### config.mk
export PLATFORM = sky130hd
export DESIGN_NAME = bresenham_line_to_bitmask
export DESIGN_NICKNAME = d
export VERILOG_FILES = /design/src/sv/blbm_pkg.sv /design/src/sv/bresenham_line_to_bitmask.sv
export SDC_FILE = /design/constraint.sdc
export NUM_CORES = 1
export LEC_CHECK = 0
export BUFFER_PORTS_ARGS = -buffer_cell sky130_fd_sc_hd__clkbuf_2
export CAP_MARGIN = 20
export CORE_ASPECT_RATIO = 0.6
export CORE_MARGIN = 5
export CORE_UTILIZATION = 57
export DETAILED_ROUTE_END_ITERATION = 8
export PLACE_DENSITY = 0.89
export SLEW_MARGIN = 15
export SYNTH_ARGS = -nofsm -noshare
export SYNTH_HDL_FRONTEND = slang
export SYNTH_SLANG_ARGS = --single-unit
### constraint.sdc
create_clock -name clk -period 5.9 [get_ports clk]
set_input_delay 0.59 -clock clk [delete_from_list [all_inputs] [get_ports clk]]
set_output_delay 0.59 -clock clk [all_outputs]
set_load 0.03 [all_outputs]
### src/sv/blbm_pkg.sv
// blbm_pkg: shared constants and types for the line-to-bitmask generator
`timescale 1ns / 1ps

package blbm_pkg;

    // coordinate and mask geometry
    localparam int COORD_BITS = 12;
    localparam int MASK_BITS  = 12;
    localparam int ADDR_BITS  = 22;

    // derived widths
    localparam int DIFF_BITS  = COORD_BITS + 1;   // signed endpoint difference
    localparam int DELTA_BITS = COORD_BITS + 2;   // doubled delta, unsigned
    localparam int ERR_BITS   = COORD_BITS + 3;   // signed error term
    localparam int CMP_BITS   = (COORD_BITS > MASK_BITS) ? COORD_BITS : MASK_BITS;
    localparam int PROD_BITS  = MASK_BITS + COORD_BITS - 1;

    // stream word layout
    localparam int IN_FIELD_BITS  = 4 * COORD_BITS;
    localparam int IN_DATA_BITS   = ((IN_FIELD_BITS + 7) / 8) * 8;
    localparam int OUT_FIELD_BITS = 2 * COORD_BITS + 1 + ADDR_BITS;
    localparam int OUT_DATA_BITS  = ((OUT_FIELD_BITS + 7) / 8) * 8;

    // configuration register indexes
    localparam logic CFG_MASK_LENGTH = 1'b0;
    localparam logic CFG_MASK_HEIGHT = 1'b1;

    // reset values of the mask size registers
    localparam logic [MASK_BITS-1:0] MASK_LENGTH_RESET = MASK_BITS'(640);
    localparam logic [MASK_BITS-1:0] MASK_HEIGHT_RESET = MASK_BITS'(480);

    // input operation codes
    localparam logic OP_LOAD = 1'b0;
    localparam logic OP_STEP = 1'b1;

    // one emitted point
    typedef struct packed {
        logic                         last;
        logic [ADDR_BITS-1:0]         addr;
        logic                         in_mask;
        logic signed [COORD_BITS-1:0] py;
        logic signed [COORD_BITS-1:0] px;
    } point_t;

endpackage

### src/sv/bresenham_line_to_bitmask.sv
// Bresenham line generator with mask clipping and bit addressing, top level
`timescale 1ns / 1ps

// One input word is taken per clock, at full rate even while a point waits
// at the output: the output stage holds a result register plus one skid
// entry, and s_tready drops only while the skid entry is full. A load word
// (tuser 0) latches a new line and gives no output; a step word (tuser 1)
// emits the current point into the output stage and advances the line
// by one unit along its major axis. The next-point logic, bounds checks and
// single 12 x 11 bit address multiply sit between the line state and output
// registers, so a new point can follow every cycle while s_tready is high.
// Step words while no line is active are dropped. The final point of a line
// carries tlast and returns the generator to idle.
module bresenham_line_to_bitmask
(
    input  logic                                 clk,
    input  logic                                 rst_n,
    // configuration write port
    input  logic                                 cfg_wr_en,
    input  logic                                 cfg_index,
    input  logic [blbm_pkg::MASK_BITS-1:0]       cfg_data,
    // input stream
    input  logic                                 s_tvalid,
    output logic                                 s_tready,
    // tdata: x_start, y_start, x_end, y_end (lowest bits first)
    input  logic [blbm_pkg::IN_DATA_BITS-1:0]    s_tdata,
    // tuser: operation
    input  logic                                 s_tuser,
    // output stream
    output logic                                 m_tvalid,
    input  logic                                 m_tready,
    // tdata: point_x, point_y, inside_res, pixel_address (lowest bits first)
    output logic [blbm_pkg::OUT_DATA_BITS-1:0]   m_tdata,
    output logic                                 m_tlast
);

    import blbm_pkg::*;

    // mask size registers
    logic [MASK_BITS-1:0] mask_length_reg;
    logic [MASK_BITS-1:0] mask_height_reg;

    // line state
    logic                         busy_reg,  busy_next;
    logic signed [COORD_BITS-1:0] cur_x_reg, cur_x_next;
    logic signed [COORD_BITS-1:0] cur_y_reg, cur_y_next;
    logic signed [COORD_BITS-1:0] major_end_reg, major_end_next;
    logic signed [ERR_BITS-1:0]   err_reg,   err_next;
    logic [DELTA_BITS-1:0]        dx2_reg,   dx2_next;
    logic [DELTA_BITS-1:0]        dy2_reg,   dy2_next;
    logic                         x_major_reg, x_major_next;
    logic                         y_down_reg,  y_down_next;

    // output stage
    logic   out_valid_reg;
    logic   skid_valid_reg;
    point_t out_reg;
    point_t skid_reg;

    // handshake
    logic s_accept;
    logic pop;
    logic push;

    // load decode
    logic signed [COORD_BITS-1:0] in_xs, in_ys, in_xe, in_ye;
    logic                         swap;
    logic signed [COORD_BITS-1:0] ld_x1, ld_y1, ld_x2, ld_y2;
    logic signed [DIFF_BITS-1:0]  ld_dx, ld_dy, ld_ady;
    logic [DELTA_BITS-1:0]        ld_dx2, ld_dy2;
    logic                         ld_x_major;

    // step datapath
    logic [DELTA_BITS-1:0]        minor_d, major_d;
    logic signed [ERR_BITS-1:0]   err_add;
    logic                         step_minor;
    logic signed [COORD_BITS-1:0] y_moved;
    logic signed [COORD_BITS-1:0] x_moved;
    logic                         fin;
    logic                         x_in, y_in, in_mask;
    logic [PROD_BITS-1:0]         prod;
    logic [ADDR_BITS-1:0]         addr;
    point_t                       point;

    // handshake decode
    assign s_tready = !skid_valid_reg;
    assign s_accept = s_tvalid && s_tready;
    assign pop      = out_valid_reg && m_tready;
    assign push     = s_accept && (s_tuser == OP_STEP) && busy_reg;

    // endpoint unpacking and ordering so x never decreases
    assign in_xs = s_tdata[COORD_BITS-1:0];
    assign in_ys = s_tdata[2*COORD_BITS-1:COORD_BITS];
    assign in_xe = s_tdata[3*COORD_BITS-1:2*COORD_BITS];
    assign in_ye = s_tdata[4*COORD_BITS-1:3*COORD_BITS];
    assign swap  = in_xs > in_xe;
    assign ld_x1 = swap ? in_xe : in_xs;
    assign ld_y1 = swap ? in_ye : in_ys;
    assign ld_x2 = swap ? in_xs : in_xe;
    assign ld_y2 = swap ? in_ys : in_ye;

    // doubled deltas and major axis choice
    always_comb
    begin
        ld_dx      = DIFF_BITS'(ld_x2) - DIFF_BITS'(ld_x1);
        ld_dy      = DIFF_BITS'(ld_y2) - DIFF_BITS'(ld_y1);
        ld_ady     = ld_dy[DIFF_BITS-1] ? -ld_dy : ld_dy;
        ld_dx2     = {1'b0, ld_dx} << 1;
        ld_dy2     = {1'b0, ld_ady} << 1;
        ld_x_major = ld_dx2 >= ld_dy2;
    end

    // next point along the line
    always_comb
    begin
        minor_d    = x_major_reg ? dy2_reg : dx2_reg;
        major_d    = x_major_reg ? dx2_reg : dy2_reg;
        err_add    = err_reg + $signed({1'b0, minor_d});
        step_minor = !err_add[ERR_BITS-1];
        y_moved    = y_down_reg ? cur_y_reg - COORD_BITS'(1) : cur_y_reg + COORD_BITS'(1);
        x_moved    = cur_x_reg + COORD_BITS'(1);
        fin        = (x_major_reg ? cur_x_reg : cur_y_reg) == major_end_reg;
    end

    // clipping and bit address of the current point
    always_comb
    begin
        x_in    = !cur_x_reg[COORD_BITS-1] &&
                  (CMP_BITS'(cur_x_reg[COORD_BITS-2:0]) < CMP_BITS'(mask_length_reg));
        y_in    = !cur_y_reg[COORD_BITS-1] &&
                  (CMP_BITS'(cur_y_reg[COORD_BITS-2:0]) < CMP_BITS'(mask_height_reg));
        in_mask = x_in && y_in;
        prod    = PROD_BITS'(mask_length_reg) * PROD_BITS'(cur_y_reg[COORD_BITS-2:0]);
        addr    = in_mask ? ADDR_BITS'(prod) + ADDR_BITS'(cur_x_reg[COORD_BITS-2:0])
                          : '0;
        point.px      = cur_x_reg;
        point.py      = cur_y_reg;
        point.in_mask = in_mask;
        point.addr    = addr;
        point.last    = fin;
    end

    // line state next values
    always_comb
    begin
        busy_next      = busy_reg;
        cur_x_next     = cur_x_reg;
        cur_y_next     = cur_y_reg;
        major_end_next = major_end_reg;
        err_next       = err_reg;
        dx2_next       = dx2_reg;
        dy2_next       = dy2_reg;
        x_major_next   = x_major_reg;
        y_down_next    = y_down_reg;
        if (s_accept && (s_tuser == OP_LOAD))
        begin
            busy_next      = 1'b1;
            cur_x_next     = ld_x1;
            cur_y_next     = ld_y1;
            major_end_next = ld_x_major ? ld_x2 : ld_y2;
            err_next       = ld_x_major ? $signed({1'b0, ld_dy2}) - $signed({1'b0, ld_dx2})
                                        : $signed({1'b0, ld_dx2}) - $signed({1'b0, ld_dy2});
            dx2_next       = ld_dx2;
            dy2_next       = ld_dy2;
            x_major_next   = ld_x_major;
            y_down_next    = ld_dy[DIFF_BITS-1];
        end
        else if (push)
        begin
            if (fin)
            begin
                busy_next = 1'b0;
            end
            else
            begin
                err_next = step_minor ? err_add - $signed({1'b0, major_d}) : err_add;
                if (x_major_reg)
                begin
                    cur_x_next = x_moved;
                    cur_y_next = step_minor ? y_moved : cur_y_reg;
                end
                else
                begin
                    cur_y_next = y_moved;
                    cur_x_next = step_minor ? x_moved : cur_x_reg;
                end
            end
        end
    end

    // configuration registers
    always_ff @(posedge clk or negedge rst_n)
    begin
        if (!rst_n)
        begin
            mask_length_reg <= MASK_LENGTH_RESET;
            mask_height_reg <= MASK_HEIGHT_RESET;
        end
        else if (cfg_wr_en)
        begin
            case (cfg_index)
                CFG_MASK_LENGTH: mask_length_reg <= cfg_data;
                CFG_MASK_HEIGHT: mask_height_reg <= cfg_data;
                default:         mask_length_reg <= mask_length_reg;
            endcase
        end
    end

    // line state registers
    always_ff @(posedge clk or negedge rst_n)
    begin
        if (!rst_n)
        begin
            busy_reg      <= 1'b0;
            cur_x_reg     <= '0;
            cur_y_reg     <= '0;
            major_end_reg <= '0;
            err_reg       <= '0;
            dx2_reg       <= '0;
            dy2_reg       <= '0;
            x_major_reg   <= 1'b0;
            y_down_reg    <= 1'b0;
        end
        else
        begin
            busy_reg      <= busy_next;
            cur_x_reg     <= cur_x_next;
            cur_y_reg     <= cur_y_next;
            major_end_reg <= major_end_next;
            err_reg       <= err_next;
            dx2_reg       <= dx2_next;
            dy2_reg       <= dy2_next;
            x_major_reg   <= x_major_next;
            y_down_reg    <= y_down_next;
        end
    end

    // output and skid valid flags
    always_ff @(posedge clk or negedge rst_n)
    begin
        if (!rst_n)
        begin
            out_valid_reg  <= 1'b0;
            skid_valid_reg <= 1'b0;
        end
        else if (pop || !out_valid_reg)
        begin
            out_valid_reg  <= skid_valid_reg || push;
            skid_valid_reg <= 1'b0;
        end
        else if (push)
        begin
            skid_valid_reg <= 1'b1;
        end
    end

    // output and skid words
    always_ff @(posedge clk)
    begin
        if (pop || !out_valid_reg)
        begin
            out_reg <= skid_valid_reg ? skid_reg : point;
        end
        else if (push)
        begin
            skid_reg <= point;
        end
    end

    assign m_tvalid = out_valid_reg;
    assign m_tdata  = OUT_DATA_BITS'({out_reg.addr, out_reg.in_mask, out_reg.py, out_reg.px});
    assign m_tlast  = out_reg.last;

`ifndef SYNTHESIS
    // a word in the skid entry always has one ahead of it
    assert property (@(posedge clk) disable iff (!rst_n) skid_valid_reg |-> out_valid_reg)
        else $error("skid entry full while output register empty");

    // a load always leaves a line active
    assert property (@(posedge clk) disable iff (!rst_n)
        (s_accept && s_tuser == OP_LOAD) |=> busy_reg)
        else $error("line not active after load");

    // emitting the final point ends the line
    assert property (@(posedge clk) disable iff (!rst_n)
        (push && fin) |=> !busy_reg)
        else $error("line still active after final point");
`endif

endmodule
# After elaboration in Yosys (flattened, before gate mapping)
# Index checks and enable logic that the tools add are counted.
[word_totals] output_inout_bits=51 ff_bits=202 in_bits=67 wordCells=102
[op_classes] n_eq_ne=4 n_addsub=11 n_reduce_logical=24 mux=32 magnitude_cmp=4 n_mul=1 n_bitwise=3
[ops] cell="two-way mux 12 bit" n=17
[ops] cell="two-way mux 15 bit" n=5
[ops] cell="two-way mux 48 bit" n=1
[ops] cell="subtractor 14 x 14 -> 15 bit" n=2
[ops] cell="two-way mux 14 bit" n=2
[ops] cell="subtractor 12 x 12 -> 13 bit" n=2
[ops] cell="adder 12 x 2 -> 12 bit, second input constant" n=2
[ops] cell="< comparator 11 x 12 -> 1 bit" n=2
[ops] cell="adder 22 x 11 -> 22 bit" n=1
[ops] cell="multiplier 12 x 11 -> 22 bit" n=1
[ops] cell="two-way mux 22 bit" n=1
[ops] cell="adder 15 bit" n=1
[ops] cell="subtractor 15 bit" n=1
[ops] cell="greater-or-equal comparator 14 bit" n=1
[ops] cell="two-way mux 13 bit" n=1
[ops] cell="negator 13 bit" n=1
[ops] cell="equality test 12 bit" n=1
[ops] cell="> comparator 12 bit" n=1
[ops] cell="subtractor 12 x 2 -> 12 bit, second input constant" n=1
[ops] cell="AND reduction 2 bit" n=5
[ops] cell="logical AND 1 bit" n=8
[ops] cell="!= test 3 x 2 -> 1 bit, second input constant" n=2
[ops] cell="AND reduction 3 bit" n=2
[ops] cell="nonzero test 2 bit" n=3
[ops] cell="other kinds (5)" n=15

# Logic depth before layout (Yosys ltp)
[logic_depth] ltp_word=8 ltp_mapped=40 depth_no_buf=36

# Least setup slack after synthesis
# No wires, ideal clock.
[synth_path] path_type="in2reg" from="input s_tdata[25] (netlist bit)" to="register err_reg[14]" setup_ns=0.065 slack_ns=-1.311 stages=35 arrival_time_ns=7.147 cell_sequence="inv_1 -> ha_1 -> nor2b_1 -> o211a_1 -> o21ai_2 -> nand2_1 -> a21o_1 -> a211oi_1 -> ha_1 -> nor2_1 -> a31oi_1 -> o21a_1 -> o31ai_1 -> or2_1 -> a21boi_2 -> o2111ai_1 -> a22oi_1 -> clkbuf_1 -> mux2i_1 -> inv_1 -> ha_1 -> nor2b_1 -> o21ai_0 -> nand2b_1 -> a21o_1 -> a21o_1 -> a21o_1 -> a21o_1 -> a21o_1 -> a21o_1 -> a21o_1 -> a32oi_1 -> mux2i_1 -> a221oi_1 -> a211o_1"
[synth_via] elab_chain_cells=8 elab_cells_between_ends=14 cone_classes="add/sub (5); order compare (2); mux (7)"
[synth_lines] item="start: declaration" line_no="bresenham_line_to_bitmask.sv:26" text="input logic [blbm_pkg::IN_DATA_BITS-1:0] s_tdata,"
[synth_lines] item="> comparator 12 bit *" line_no="bresenham_line_to_bitmask.sv:96" text="assign swap = in_xs > in_xe;"
[synth_lines] item="two-way mux 12 bit, on equally long branches" line_no="bresenham_line_to_bitmask.sv:100, bresenham_line_to_bitmask.sv:98"
[synth_lines] item="subtractor 12 x 12 -> 13 bit *" line_no="bresenham_line_to_bitmask.sv:106" text="ld_dy = DIFF_BITS'(ld_y2) - DIFF_BITS'(ld_y1);"
[synth_lines] item="negator 13 bit" line_no="bresenham_line_to_bitmask.sv:107" text="ld_ady = ld_dy[DIFF_BITS-1] ? -ld_dy : ld_dy;"
[synth_lines] item="two-way mux 13 bit *" line_no="bresenham_line_to_bitmask.sv:107"
[synth_lines] item="via ld_ady[1]" line_no="bresenham_line_to_bitmask.sv:69" text="logic signed [DIFF_BITS-1:0] ld_dx, ld_dy, ld_ady;"
[synth_lines] item="subtractor 14 x 14 -> 15 bit (tied with other cells)" line_no="bresenham_line_to_bitmask.sv:162" text=": $signed({1'b0, ld_dx2}) - $signed({1'b0, ld_dy2});"
[synth_lines] item="two-way mux 15 bit *" line_no="bresenham_line_to_bitmask.sv:161" text="err_next = ld_x_major ? $signed({1'b0, ld_dy2}) - $signed({1'b0, ld_dx2})"
[synth_lines] item="two-way mux 15 bit *" line_no="bresenham_line_to_bitmask.sv:155" text="if (s_accept && (s_tuser == OP_LOAD))"
[synth_lines] item="end signal: assignment" line_no="bresenham_line_to_bitmask.sv:230" text="err_reg <= err_next;"
[synth_lines] item="end: declaration" line_no="bresenham_line_to_bitmask.sv:48" text="logic signed [ERR_BITS-1:0] err_reg, err_next;"
# Mark *: on every way through the listed nets, which the timed path passes. The rest lies on a longest branch.
# A chain may end at the register's enable or synchronous reset.

# Worst setup path after layout
[layout_path] from="input s_tdata[25] (netlist bit)" to="register err_reg[7]"
[layout_via] elab_cells_between_ends=14 cone_classes="add/sub (5); order compare (2); mux (7)"
[layout_rtl] item="> comparator 12 bit" line_no="bresenham_line_to_bitmask.sv:96"
[layout_rtl] item="two-way mux 12 bit, on equally long branches" line_no="bresenham_line_to_bitmask.sv:99, bresenham_line_to_bitmask.sv:97"
[layout_rtl] item="subtractor 12 x 12 -> 13 bit *" line_no="bresenham_line_to_bitmask.sv:105" text="ld_dx = DIFF_BITS'(ld_x2) - DIFF_BITS'(ld_x1);"
[layout_rtl] item="via ld_dx[4]" line_no="bresenham_line_to_bitmask.sv:69"
[layout_rtl] item="subtractor 14 x 14 -> 15 bit (tied with other cells)" line_no="bresenham_line_to_bitmask.sv:162"
[layout_rtl] item="two-way mux 15 bit *" line_no="bresenham_line_to_bitmask.sv:161"
[layout_rtl] item="two-way mux 15 bit *" line_no="bresenham_line_to_bitmask.sv:155"
# Marked as above.

==> results.json <==
{
  "outcome": "finished with violations",
  "violations": "setup timing",
  "worstPathRequired_ns": 6.29,
  "synthAdderAreaFrac_pct": 21.24,
  "max_freq_mhz": 152.6,
  "hp-class": "in2async",
  "h-tree-depth": 1,
  "yosys.area_share.xor_xnor_pct": 4.891,
  "syn2layout_area_growth_pct": 23.47,
  "avgSynthCellArea_um2": 9.210,
  "antenna_left": 0,
  "die_area_um2": 37170,
  "grt.met2_usage_pct": 49.14,
  "layout_commonest_cell": "buf_4",
  "worst_pin_slew_ns": 1.125,
  "start_util_pct": 58.10,
  "antenna_found_initial": 3,
  "crit_family": "compound AO/OA/AOI/OAI gates",
  "grt_max_degree": 71,
  "async_reset_ff_share_pct": 52.24,
  "cap_violations": 0,
  "synth.top_cells.by_area": "edfxtp_1, dfrtp_1, fa_1, ha_1, nand2_1",
  "grt_usage_pct": 33.60,
  "worstSetupPathType": "in2reg",
  "synthSimpleGateAreaFrac_pct": 16.06,
  "coreArea_um2": 32670,
  "yosysWarnings": 0,
  "ff2ff_setup_slack_ns": -0.05,
  "synth_seq_area_share_pct": 29.07,
  "holdWs_ns": 0.02487,
  "synth_area_um2": 18980,
  "via_count": 18150,
  "drt-initial-drc-count": 2587,
  "reg2reg_from": "mask_length_reg[4]",
  "cp_max_fo": 8,
  "ys_types": 92,
  "cts_made_buffers": 21,
  "final_util_pct": 71.73,
  "synth_top_area_share_pct": 15.19,
  "tritoncts": "done",
  "drt-vias-per-instance": 6.319,
  "cp-end-kind": "register",
  "num_rows": 51,
  "cp_num_buf_inv": 10,
  "syn-num-nets": 2387,
  "finalSetupViolations": 27,
  "period_share_pct": 111.1,
  "grt.overflow.total": 0,
  "rr_worst_depth": 21,
  "drc": 0,
  "grt_pass1_vias": 18070,
  "dp_hpwl_mm": 47.54,
  "clock-sinks": 201,
  "largest_register_ff_count": 48,
  "routed_wl_mm": 65.56,
  "clk_path_buf_depth": 3,
  "period_minus_slack_ns": 6.554,
  "drive_above_1_share_pct": 26.82,
  "synth-compound-area-share_pct": 14.72,
  "reg2reg_to": "m_tdata[45]",
  "fin_ws_ns": -0.6542,
  "clock_latency_ns": 0.53,
  "drv_slew": 0,
  "ctsHoldBuffers": 0,
  "synth_top_family_by_area": "adder cells",
  "globalplace.congestion": 1.038,
  "synth_ff_type": "dfrtp_1",
  "relSlewSlack_pct": 24.43,
  "synth_top_area_cell": "edfxtp_1",
  "grt_pass1_wl_mm": 98.82,
  "grt_use_met3_pct": 10.53,
  "grtUsageMet1_pct": 47.63,
  "boundaryPins": 118,
  "dr.pass1.iters": 6,
  "slowest_stage": "a41o_1",
  "cp.arrival_ns": 6.95,
  "synth.ff_latch_count": 201,
  "start_kind": "primary input",
  "die_w_um": 245.6,
  "netlist_instances": 2061,
  "wl_per_cell_um": 22.82,
  "root_buffer": "clkbuf_16",
  "skew_ns": 0.02113,
  "final-hold-violation-count": 0,
  "dieHeight_um": 151.4,
  "synth_edf_count": 96,
  "clk_pin_slew_ns": 0.06,
  "nNetsFinal": 2731,
  "synthMuxAreaShare_pct": 7.745,
  "grt_most_used_layer": "met2",
  "io_buffers": 116,
  "cp_slowest_stage_delay_ns": 0.42,
  "rsz0062_at_grt": "yes",
  "final_cell_mix": "buf_4, nand2_1, inv_1"
}
## layer usage
layer  up-vias  wire length [µm]
met1      8591             26160
met3       336              9455
met2      1449             26820
met5         -                 0
li1       7778                 -
met4         0              3124
## cells in the mapped netlist (11+ instances only)
cell type and instances:
a211oi_1 17, a21o_1 45, a21oi_1 82, a31oi_1 28, and2_1 58, and3_1 17, clkbuf_1 72, dfrtp_1 99
edfxtp_1 96, fa_1 104, ha_1 155, inv_1 213, mux2_2 63, mux2i_1 76, nand2_1 268, nand2b_1 40
nand3_1 19, nand4_1 17, nor2_1 103, nor2b_1 39, nor3_1 23, nor4_1 14, o211ai_1 18, o21a_1 11
o21ai_0 104, o21ai_1 13, o21bai_1 21, o221ai_1 12, xnor2_1 72, xor2_1 34
## cell type report
class | instances | area (µm²)
Tap cell | 450 | 563.0
Clock buffer | 29 | 575.6
Timing Repair Buffer | 412 | 2994
Inverter | 214 | 814.5
Fill cell | 2223 | 9235
Antenna cell | 3 | 7.507
Sequential cell | 201 | 5527
Multi-Input combinational cell | 1555 | 12890
Clock inverter | 9 | 60.06
## kinds of logic after synthesis
logic type	count (synthesis)
adder cells (fa/ha/maj)	260
AND/OR/NAND/NOR	632
AO/OA/AOI/OAI	417
flip-flops	201
other	1
XOR/XNOR	106
buffers and inverters	305
multiplexers	139
## worst max path at each step
stage	startpoint	endpoint	slack, ns	cells after the start
CTS	s_tdata[35]	err_reg[7]	-0.37	39
detailed placement	s_tdata[25]	major_end_reg[2]	-1.11	38
floorplan	s_tdata[25]	err_reg[14]	-0.70	37
finish	s_tdata[25]	err_reg[7]	-0.65	37
global placement	s_tdata[25]	major_end_reg[10]	-0.81	38
global route	s_tdata[25]	major_end_reg[5]	-0.88	40
## through the flow
| step | cell area, µm² | TNS [ns] | instances | setup slack, ns |
|---|---|---|---|---|
| after detailed placement | 22010 | -27.38 | 2789 | -1.114 |
| after CTS | 23200 | -7.678 | 2857 | -0.3672 |
| after global routing | 23440 | -21.77 | 2873 | -0.8841 |
| after global placement | 22010 | -19.57 | 2789 | -0.8088 |
| after floorplan | 19280 | -14.44 | 2061 | -0.6980 |
| final | 23440 | -15.20 | 2873 | -0.6542 |
## timing repair
item | in CTS | in global routing
setup buffers | 29 | 13
setup endpoints to repair | 31 | 35
gates cloned | 2 | 0
pin swaps | 58 | 38
resized for setup | 62 | 34
Power is not shown: default switching activity piles up to over one toggle a cycle in this logic, so the estimate is an artifact.
